File: src/rtl/core/signed_int_to_decimal_ascii_top_macros.svh
// ---------------------------------------------------------------------------
// Assertion macros for the signed integer to decimal text converter.
// Each macro checks a property on the rising clock edge, with checking held
// off while the asynchronous reset is asserted.
// ---------------------------------------------------------------------------
`ifndef SIGNED_INT_TO_DECIMAL_ASCII_TOP_MACROS_SVH
`define SIGNED_INT_TO_DECIMAL_ASCII_TOP_MACROS_SVH

`ifndef SYNTHESIS

// Antecedent in a cycle implies consequent in the same cycle.
`define SIDA_ASSERT_SAME(label, clk, rst_n, ante, cons) \
	label: assert property (@(posedge clk) disable iff (!rst_n) (ante) |-> (cons)) \
		else $error("assertion failed");

// Antecedent in a cycle implies consequent in the next cycle.
`define SIDA_ASSERT_NEXT(label, clk, rst_n, ante, cons) \
	label: assert property (@(posedge clk) disable iff (!rst_n) (ante) |=> (cons)) \
		else $error("assertion failed");

`else

`define SIDA_ASSERT_SAME(label, clk, rst_n, ante, cons)
`define SIDA_ASSERT_NEXT(label, clk, rst_n, ante, cons)

`endif

`endif

File: src/rtl/core/sida_pkg.sv
// ---------------------------------------------------------------------------
// sida_pkg
// Shared constants and controller/datapath interface types for the signed
// integer to decimal text converter.
// ---------------------------------------------------------------------------
`default_nettype none

package sida_pkg;

	// Decimal digits needed for a 32-bit magnitude.
	localparam int unsigned NUM_DIGITS    = 10;
	localparam int unsigned DIGIT_W       = 4;
	localparam int unsigned BCD_W         = NUM_DIGITS * DIGIT_W;
	localparam int unsigned MAG_W         = 32;
	// Binary bits folded into the BCD register per conversion cycle.
	localparam int unsigned BITS_PER_STEP = 4;
	localparam int unsigned CONV_STEPS    = MAG_W / BITS_PER_STEP;
	localparam int unsigned STEP_CNT_W    = $clog2(CONV_STEPS);
	localparam int unsigned IDX_W         = $clog2(NUM_DIGITS);

	localparam logic [7:0] ASCII_ZERO  = 8'd48;
	localparam logic [7:0] ASCII_MINUS = 8'd45;

	typedef logic [NUM_DIGITS-1:0][DIGIT_W-1:0] sida_bcd_t;

	// Commands from the controller to the datapath.
	typedef struct packed {
		logic load;       // capture a new value and clear the BCD register
		logic step;       // fold four magnitude bits into the BCD register (shift-and-add-3)
		logic find;       // locate the most significant non-zero digit
		logic dec_idx;    // move on to the next lower digit
		logic sel_minus;  // present the minus sign on the output
	} sida_cmd_t;

	// Status from the datapath to the controller.
	typedef struct packed {
		logic neg;        // the captured value is negative
		logic idx_zero;   // the digit pointer is at the units digit
	} sida_stat_t;

endpackage

`default_nettype wire

File: src/rtl/core/sida_dp.sv
// ---------------------------------------------------------------------------
// sida_dp
// Datapath: magnitude capture, shift-and-add-3 binary to BCD conversion,
// leading digit search and ASCII character formation.
// ---------------------------------------------------------------------------
`default_nettype none

module sida_dp import sida_pkg::*; (
	input  wire logic                    clk,
	input  wire logic signed [MAG_W-1:0] value,
	input  wire sida_cmd_t               cmd,
	output      sida_stat_t              stat,
	output      logic [7:0]              character,
	output      logic                    last
);

	logic [MAG_W-1:0] mag_q;
	sida_bcd_t        bcd_q;
	logic             neg_q;
	logic [IDX_W-1:0] idx_q;
	logic [IDX_W-1:0] top_idx;
	sida_bcd_t        bcd_next;
	logic [MAG_W-1:0] mag_next;

	// Several dependent shift-and-add-3 steps on the BCD digits.
	function automatic logic [BCD_W+MAG_W-1:0] dabble(input sida_bcd_t bcd,
		input logic [MAG_W-1:0] bin);
		sida_bcd_t        b;
		logic [MAG_W-1:0] m;
		b = bcd;
		m = bin;
		for (int s = 0; s < BITS_PER_STEP; s++) begin
			for (int d = 0; d < NUM_DIGITS; d++) begin
				if (b[d] >= DIGIT_W'(5)) begin
					b[d] = b[d] + DIGIT_W'(3);
				end
			end
			{b, m} = {b, m} << 1;
		end
		return {b, m};
	endfunction

	assign {bcd_next, mag_next} = dabble(bcd_q, mag_q);

	// Highest non-zero digit; the units digit when the value is zero.
	always_comb begin
		top_idx = '0;
		for (int d = 1; d < NUM_DIGITS; d++) begin
			if (bcd_q[d] != '0) begin
				top_idx = IDX_W'(d);
			end
		end
	end

	// Working registers; the controller sequences every update.
	always_ff @(posedge clk) begin
		if (cmd.load) begin
			neg_q <= value[MAG_W-1];
			mag_q <= value[MAG_W-1] ? (MAG_W'(0) - MAG_W'($unsigned(value)))
				: MAG_W'($unsigned(value));
			bcd_q <= '0;
		end else if (cmd.step) begin
			mag_q <= mag_next;
			bcd_q <= bcd_next;
		end
		if (cmd.find) begin
			idx_q <= top_idx;
		end else if (cmd.dec_idx) begin
			idx_q <= idx_q - IDX_W'(1);
		end
	end

	// Output character: the minus sign or the digit under the pointer.
	assign character = cmd.sel_minus ? ASCII_MINUS
		: (ASCII_ZERO + {{(8 - DIGIT_W){1'b0}}, bcd_q[idx_q]});
	assign last = !cmd.sel_minus && (idx_q == '0);

	assign stat.neg      = neg_q;
	assign stat.idx_zero = (idx_q == '0);

endmodule

`default_nettype wire

File: src/rtl/core/sida_ctrl.sv
// ---------------------------------------------------------------------------
// sida_ctrl
// Controller: sequences capture, conversion, digit search and the serial
// emission of the sign and digit characters.
// ---------------------------------------------------------------------------
`default_nettype none

`include "signed_int_to_decimal_ascii_top_macros.svh"

module sida_ctrl import sida_pkg::*; (
	input  wire logic       clk,
	input  wire logic       arst_n,
	input  wire logic       in_valid,
	output      logic       in_stall,
	output      logic       out_valid,
	input  wire logic       out_stall,
	input  wire sida_stat_t stat,
	output      sida_cmd_t  cmd
);

	typedef enum logic [2:0] {
		S_IDLE,
		S_CONV,
		S_FIND,
		S_SIGN,
		S_DIGIT
	} state_t;

	state_t                state_q;
	logic [STEP_CNT_W-1:0] cnt_q;

	// State register and conversion step counter.
	always_ff @(posedge clk or negedge arst_n) begin
		if (!arst_n) begin
			state_q <= S_IDLE;
			cnt_q   <= '0;
		end else begin
			unique case (state_q)
				S_IDLE: begin
					cnt_q <= '0;
					if (in_valid) begin
						state_q <= S_CONV;
					end
				end
				S_CONV: begin
					cnt_q <= cnt_q + STEP_CNT_W'(1);
					if (cnt_q == STEP_CNT_W'(CONV_STEPS - 1)) begin
						state_q <= S_FIND;
					end
				end
				S_FIND: begin
					state_q <= stat.neg ? S_SIGN : S_DIGIT;
				end
				S_SIGN: begin
					if (!out_stall) begin
						state_q <= S_DIGIT;
					end
				end
				S_DIGIT: begin
					if (!out_stall && stat.idx_zero) begin
						state_q <= S_IDLE;
					end
				end
				default: begin
					state_q <= S_IDLE;
				end
			endcase
		end
	end

	// Handshake and command decode.
	assign in_stall      = (state_q != S_IDLE);
	assign out_valid     = (state_q == S_SIGN) || (state_q == S_DIGIT);
	assign cmd.load      = (state_q == S_IDLE) && in_valid;
	assign cmd.step      = (state_q == S_CONV);
	assign cmd.find      = (state_q == S_FIND);
	assign cmd.dec_idx   = (state_q == S_DIGIT) && !out_stall && !stat.idx_zero;
	assign cmd.sel_minus = (state_q == S_SIGN);

	// A number is never taken while characters are still on offer.
	`SIDA_ASSERT_SAME(a_no_overlap, clk, arst_n, out_valid, in_stall)
	// An accepted value starts a conversion with no output on offer.
	`SIDA_ASSERT_NEXT(a_accept_converts, clk, arst_n, in_valid && !in_stall,
		in_stall && !out_valid)
	// Taking the final digit frees the input side.
	`SIDA_ASSERT_NEXT(a_last_frees, clk, arst_n,
		(state_q == S_DIGIT) && !out_stall && stat.idx_zero, !in_stall)
	// The minus sign is only shown for a negative value.
	`SIDA_ASSERT_SAME(a_sign_neg, clk, arst_n, cmd.sel_minus, stat.neg)

endmodule

`default_nettype wire

File: src/rtl/core/signed_int_to_decimal_ascii_top.sv
// ---------------------------------------------------------------------------
// signed_int_to_decimal_ascii_top
// Converts a signed 32-bit integer into its decimal ASCII text, one
// character per output beat, with the final character marked by last.
// ---------------------------------------------------------------------------
// Input channel: value with in_valid/in_stall; a beat is taken when in_valid
// is high and in_stall is low. Output channel: character and last with
// out_valid/out_stall; a beat is delivered when out_valid is high and
// out_stall is low.
// A negative value yields a minus sign first; the digits follow most
// significant first with no leading zeros. Zero gives the single character
// "0" and the most negative value gives "-2147483648" in full.
// After the input beat the value passes through the conversion state,
// where the shift-and-add-3 unit folds in four bits per step, and then
// through one leading digit search before the first character is offered.
// Characters then leave one per cycle while out_stall is low.
// Each number gives 1 to 11 characters; the serial conversion unit and
// the single character output bound throughput, as a new number is taken
// only after the final character of the previous one is taken.
// in_stall stays high from the input beat until the final character is
// taken. A stall on the output holds the current character and freezes the
// sequence. Reset returns the block to idle, ready for a new value, and
// drops any text in progress.
// ---------------------------------------------------------------------------
`default_nettype none

module signed_int_to_decimal_ascii_top import sida_pkg::*; (
	input  wire logic                    clk,
	input  wire logic                    arst_n,
	input  wire logic signed [MAG_W-1:0] value,
	input  wire logic                    in_valid,
	output      logic                    in_stall,
	output      logic [7:0]              character,
	output      logic                    last,
	output      logic                    out_valid,
	input  wire logic                    out_stall
);

	sida_cmd_t  cmd;
	sida_stat_t stat;

	// Sequencing of each number.
	sida_ctrl u_ctrl (
		.clk       (clk),
		.arst_n    (arst_n),
		.in_valid  (in_valid),
		.in_stall  (in_stall),
		.out_valid (out_valid),
		.out_stall (out_stall),
		.stat      (stat),
		.cmd       (cmd)
	);

	// Conversion and character formation.
	sida_dp u_dp (
		.clk       (clk),
		.value     (value),
		.cmd       (cmd),
		.stat      (stat),
		.character (character),
		.last      (last)
	);

endmodule

`default_nettype wire
File: config.mk
export PLATFORM = sky130hd
export DESIGN_NAME = signed_int_to_decimal_ascii_top
export DESIGN_NICKNAME = d
export VERILOG_FILES = /design/src/rtl/core/sida_pkg.sv /design/src/rtl/core/sida_dp.sv /design/src/rtl/core/sida_ctrl.sv /design/src/rtl/core/signed_int_to_decimal_ascii_top.sv
export VERILOG_INCLUDE_DIRS = /design/src /design/src/rtl/core
export SDC_FILE = /design/constraint.sdc
export NUM_CORES = 1
export LEC_CHECK = 0
export BUFFER_PORTS_ARGS = -buffer_cell sky130_fd_sc_hd__buf_4
export CAP_MARGIN = 20
export CORE_MARGIN = 2
export CORE_UTILIZATION = 50
export CTS_CLUSTER_SIZE = 8
export DETAILED_ROUTE_END_ITERATION = 7
export GPL_TIMING_DRIVEN = 0
export PLACE_DENSITY_LB_ADDON = 0.1
export SLEW_MARGIN = 10
export SYNTH_ARGS = -nofsm -noshare
export SYNTH_HDL_FRONTEND = slang
export SYNTH_HIERARCHICAL = 1
export SYNTH_SLANG_ARGS = --single-unit
File: constraint.sdc
create_clock -name clk -period 4.67 [get_ports clk]
set_input_delay 0.934 -clock clk [delete_from_list [all_inputs] [get_ports clk]]
set_output_delay 0.934 -clock clk [all_outputs]
set_load 0.1 [all_outputs]
* Yosys cells after proc, flatten, opt, wreduce, memory -nomap -nowiden
Index checks and enable logic that the tools add are counted.
** Cells by class
- Multiplexer cells :: 64
- $lt $le $gt $ge :: 41
- Reductions and logical operators :: 25
- Add/sub/neg operators :: 44
- Eq/ne operators :: 9
** Operator list (count)
- 4-bit two-way mux :: 41
- 4-bit by 3-bit greater-or-equal comparator with 1-bit output, second input constant :: 40
- 4-bit by 2-bit adder with 4-bit output, second input constant :: 36
- 32-bit two-way mux :: 3
- 3-bit two-way mux :: 13
- 4-bit nonzero test :: 9
- 1-bit by 32-bit subtractor with 32-bit output, first input constant :: 1
- 4-bit binary-select mux with 4-bit select :: 1
- 3-bit case mux with 5 select lines :: 1
- 3-bit by 2-bit adder with 3-bit output, second input constant :: 4
- 8-bit two-way mux :: 1
- 6-bit by 4-bit adder with 7-bit output, first input constant :: 1
- 3-bit by 2-bit equality test with 1-bit output, second input constant :: 2
- 3-bit equality test, second input constant :: 2
- 3-bit case mux with 2 select lines :: 1
- 2-bit nonzero test :: 3
- 1-bit logical AND :: 5
- 4-bit by 5-bit < comparator with 1-bit output, second input constant :: 1
- 4-bit logical NOT :: 1
- 2-bit two-way mux :: 2
- 2-bit by 1-bit != test with 1-bit output, second input constant :: 2
- 2-bit != test, second input constant :: 2
- 4-bit AND reduction :: 1
- 4-bit by 1-bit subtractor with 4-bit output, second input constant :: 1
- 7 further kinds :: 9
** Storage, ports and cells
- Bits of input ports :: 36
- Output and inout port bits :: 11
- Register bits :: 83

* Depth between registers and ports, before layout
- Depth after elaboration :: 11
- Gate-level depth with buffers :: 19
- Mapped depth without buffers :: 19

* By module
Netlist, hierarchy kept.
** By module, submodules not included
- sida_dp :: cells an instance 1218, seq. area each 1911.8 µm², area each 9082.5 µm², instances 1
- sida_ctrl :: cells an instance 37, seq. area each 150.1 µm², area each 384.1 µm², instances 1

* Least setup slack after synthesis
OpenSTA, ideal clock, no wires.
- Kind :: reg2out
- From :: register u_dp.idx_q[0]
- To :: output character[0]
- Slack :: 0.341 ns
- Arrival :: 3.395 ns
- Cell stages (with the launch flop) :: 6
- Path buffers :: 2
- Cells stage by stage :: edfxtp_1 clkbuf_1 clkbuf_1 mux4_2 mux2i_1 o21ai_0
** On the way
- Word-level cells in the longest chain between the ends :: 4
** RTL lines
- start: declaration :: line sida_dp.sv:20 : logic [IDX_W-1:0] idx_q;
- start signal: assignment :: line sida_dp.sv:67 : idx_q <= top_idx;
- start signal: assignment :: line sida_dp.sv:69 : idx_q <= idx_q - IDX_W'(1);
- 4-bit binary-select mux with 4-bit select :: line sida_dp.sv:75 : : (ASCII_ZERO + {{(8 - DIGIT_W){1'b0}}, bcd_q[idx_q]});
- 4-bit two-way mux (implied by the code) :: line sida_dp.sv:75
- 6-bit by 4-bit adder with 7-bit output :: line sida_dp.sv:75
- 8-bit two-way mux :: line sida_dp.sv:74 : assign character = cmd.sel_minus ? ASCII_MINUS
- end: declaration :: line signed_int_to_decimal_ascii_top.sv:33 : output logic [7:0] character,
Every way passes these cells. The select of a mux whose other input is x is not followed.

* Worst setup path after layout
- From :: register u_dp/bcd_q[20] (netlist bit)
- To :: register u_dp/bcd_q[26] (netlist bit)
** On the way
- Word-level cells in the longest chain between the ends :: 8
- Elaborated cells between the ends (all ways) :: 18
- Classes of those cells :: add/sub (6); order compare (6); mux (6)
** RTL lines
- start: declaration :: line sida_dp.sv:18 : sida_bcd_t bcd_q;
- start signal: assignment :: line sida_dp.sv:64 : bcd_q <= bcd_next;
- 4-bit by 2-bit adder with 4-bit output or 4-bit by 3-bit greater-or-equal comparator with 1-bit output (tied branches) :: line sida_dp.sv:35, sida_dp.sv:34
- 4-bit two-way mux * :: line sida_dp.sv:34 : if (b[d] >= DIGIT_W'(5)) begin
- 4-bit by 2-bit adder with 4-bit output or 4-bit by 3-bit greater-or-equal comparator with 1-bit output (tied branches) :: line sida_dp.sv:35, sida_dp.sv:34
- 4-bit two-way mux :: line sida_dp.sv:34
- 4-bit by 2-bit adder with 4-bit output or 4-bit by 3-bit greater-or-equal comparator with 1-bit output (tied branches) :: line sida_dp.sv:35, sida_dp.sv:34
- 4-bit two-way mux :: line sida_dp.sv:34
- 4-bit by 2-bit adder with 4-bit output or 4-bit by 3-bit greater-or-equal comparator with 1-bit output (tied branches) :: line sida_dp.sv:35, sida_dp.sv:34
- 4-bit two-way mux * :: line sida_dp.sv:34
Every way passes the cells marked *; elsewhere a longest branch is shown, timed or not.
A chain may end at the register's enable or synchronous reset.

==> impl_metrics.json <==
{
  "fin_ws_ns": 0.3809,
  "layout-drive-gt1-share": 0.1194,
  "row_count": 50,
  "drv_cap": 0,
  "dpl_cell_area_um2": 10090,
  "cts.repair.resized": 0,
  "die_w_um": 141.6,
  "cts_tree": "yes",
  "cts_post_setup_buffers_inserted": 0,
  "vias_per_cell": 6.277,
  "setup_viol": 0,
  "grt_max_degree": 41,
  "initial_core_util": 0.5078,
  "portBuffers": 43,
  "period_needed_ns": 4.289,
  "path_cells": "inv_1, ha_1, nor2b_1, o31ai_2, o211ai_1, a21oi_1, or2_2, clkbuf_1, inv_1, buf_2, ha_1, clkbuf_1, o311ai_0, a2111oi_1, a211oi_1",
  "ys_warn_count": 6,
  "start_kind": "flop",
  "rsz0062_at_grt": "true",
  "fin_skew_ns": 0.01098,
  "fp.coreArea_um2": 18640,
  "first_pass_iters": 6,
  "num_vias": 9723,
  "grt_pass1_wl_um": 42880,
  "crit_type": "reg2reg",
  "cts_buffer_depth": 2,
  "finalSetupTns_ns": 0,
  "clock_latency_ns": 0.35,
  "dp_slack_ns": 0.2418,
  "hold_viol_final": 0,
  "post-place-cells": 1533,
  "status": "finished clean",
  "grt_usage": 0.2595,
  "cts_root_buf": "clkbuf_16",
  "ys_seq_elements": 83,
  "io_pins": 47,
  "die_h_um": 141.6,
  "post-dp-hpwl_um": 19440,
  "synth_cells": 1255,
  "cpPeakStageDelay_ns": 0.55,
  "antenna_cells": 0,
  "antenna_left": 0,
  "drc": 0,
  "worst_hold_path_type": "in2async",
  "htreeDepth": 3,
  "cts_made_buffers": 9,
  "tightest_slew_ns": 0.9268,
  "clk_pin_slew_ns": 0.06,
  "first_iter_violations": 712,
  "crit_slowest_cell": "dfxtp_1",
  "end_kind": "flop",
  "nets": 1382,
  "place.gp.congestion": 0.9078,
  "period_share": 0.9184,
  "die_area_um2": 20050,
  "syn_area_um2": 9467,
  "grt-ovfl-total": 0,
  "antenna_found_initial": 0,
  "synth_flop_cell": "dfxtp_1",
  "final_area_um2": 10430,
  "avgSynthCellArea_um2": 7.543,
  "wire_per_inst_um": 16.84,
  "crit_required_ns": 4.88,
  "area_growth_pct": 10.20,
  "grt_pass1_vias": 8724,
  "cts_sinks": 83,
  "instances_no_fill": 1549,
  "critPathMaxFanout": 10,
  "yosysUniqueCellTypes": 94,
  "hold_buffers": 0,
  "ys_seq_area_frac": 0.2178,
  "relSlewSlack": 0.3821,
  "max_clock_freq_mhz": 233.1,
  "crit_arrival_ns": 4.50,
  "synthArstFlopShare": 0.07229,
  "routed_wl_um": 26080,
  "synth_edf_count": 37,
  "slew_viol_final": 0
}
==> per-stage QoR <==
stage                     utilization  hold slack [ns]
after global routing           0.5596           0.3692
after CTS                      0.5568           0.3662
after global placement         0.5410           0.4696
final                          0.5596           0.3815
after floorplan                     -           0.4565
after detailed placement       0.5411           0.4815
==> placed cells by master, fill, tap and decap left out, types with 13 or more instances in the layout <==
master    Yosys  routed
nand2_1     127     126
nor2_1      120     120
a21oi_1      95      95
o21ai_0      88      87
clkbuf_1     56      58
buf_4         4      47
inv_1        43      43
dfxtp_1      40      40
nor3_1       38      37
edfxtp_1     37      37
ha_1         36      36
nand3_1      33      33
mux2i_1      32      31
xor2_1       30      30
o211ai_1     29      29
nand2b_1     26      26
xnor2_1      22      21
o31ai_1      22      21
a211oi_1     21      20
a31oi_1      20      19
o22ai_1      17      17
mux2_2       16      16
buf_2        14      14
or2_2        14      14
a21o_1       13      13
==> sequential cells by signal, indices dropped and copies added, names as in the netlist <==
| name | count |
|---|---|
| u_ctrl/state_q | 3 |
| u_dp/bcd_q | 40 |
| u_dp/neg_q | 1 |
| u_dp/mag_q | 32 |
| u_ctrl/cnt_q | 3 |
| u_dp/idx_q | 4 |
==> area by class of cell <==
class	instances	area, um2
tap	234	292.8
clock buffer	11	232.7
timing repair buffer	43	322.8
inverter	45	173.9
fill	1860	8210
clock inverter	5	61.31
buffer	79	344.1
sequential	83	2062
multi-input combinational	1049	6943
==> worst max-delay path, delay by kind of cell (launching register included) <==
| kind | cells | cell delay [ns] |
|---|---|---|
| buf+inv | 5 | 1.01 |
| simple gates | 2 | 0.36 |
| compound gates | 6 | 1.60 |
| flops | 1 | 0.55 |
| fa+ha+maj | 2 | 0.61 |
==> layer usage <==
metal  part of all wire  vias to the layer above  track usage
met5                  0                        -            0
met4              0.031                        0      0.08842
met3              0.060                       47      0.03409
met2               0.45                      335       0.4165
met1               0.46                     4471       0.3609
li1                   -                     4870            -
==> path summary, 6_finish.rpt <==
path,slack (ns),startpoint,end,depth (start not counted)
max in group asynchronous,4.17,arst_n,u_ctrl/state_q[0],1
hold / removal,0.38,arst_n,u_ctrl/cnt_q[1],1
setup reg to reg,0.38,u_dp/bcd_q[20],u_dp/bcd_q[26],15
min in group clk,0.49,u_dp/mag_q[28],u_dp/bcd_q[0],2
setup / recovery,0.38,u_dp/bcd_q[20],u_dp/bcd_q[26],15
hold reg to reg,0.49,u_dp/mag_q[28],u_dp/bcd_q[0],2
==> synth_stat cells, drive strengths merged, types with 7 or more instances <==
cell type,number,area share
o31ai,22,0.017
a311oi,7,0.0065
a21o,13,0.010
a211oi,23,0.019
nand2,127,0.050
a31oi,20,0.013
nor3,39,0.021
buf,23,0.014
o22ai,18,0.013
nor2b,11,0.0073
edfxtp,37,0.12
clkbuf,56,0.022
and2,14,0.0093
dfxtp,40,0.085
mux2,16,0.019
or3,16,0.012
mux2i,32,0.034
xor2,30,0.028
nand2b,26,0.017
o21ai,95,0.051
o21a,9,0.0071
nor2,120,0.048
nand4,10,0.0066
nand3,33,0.017
xnor2,23,0.022
o311ai,7,0.0065
nor4,12,0.0086
a221oi,7,0.0078
nor3b,12,0.0095
a21oi,99,0.054
mux4,8,0.019
o211ai,30,0.024
ha,36,0.048
or2,15,0.010
a32oi,9,0.0083
maj3,7,0.0074
inv,43,0.017
==> cell families after synthesis <==
kind of cell	after synthesis	share of synthesized area
compound gates	441	0.3173
xor+xnor	53	0.04983
fa+ha+maj	43	0.05498
buf+inv	124	0.05419
flops	83	0.2178
mux	56	0.07190
other cells	2	0.0007933
simple gates	453	0.2331
Power is not shown: default switching activity piles up to over one toggle a cycle in this logic, so the estimate is an artifact.
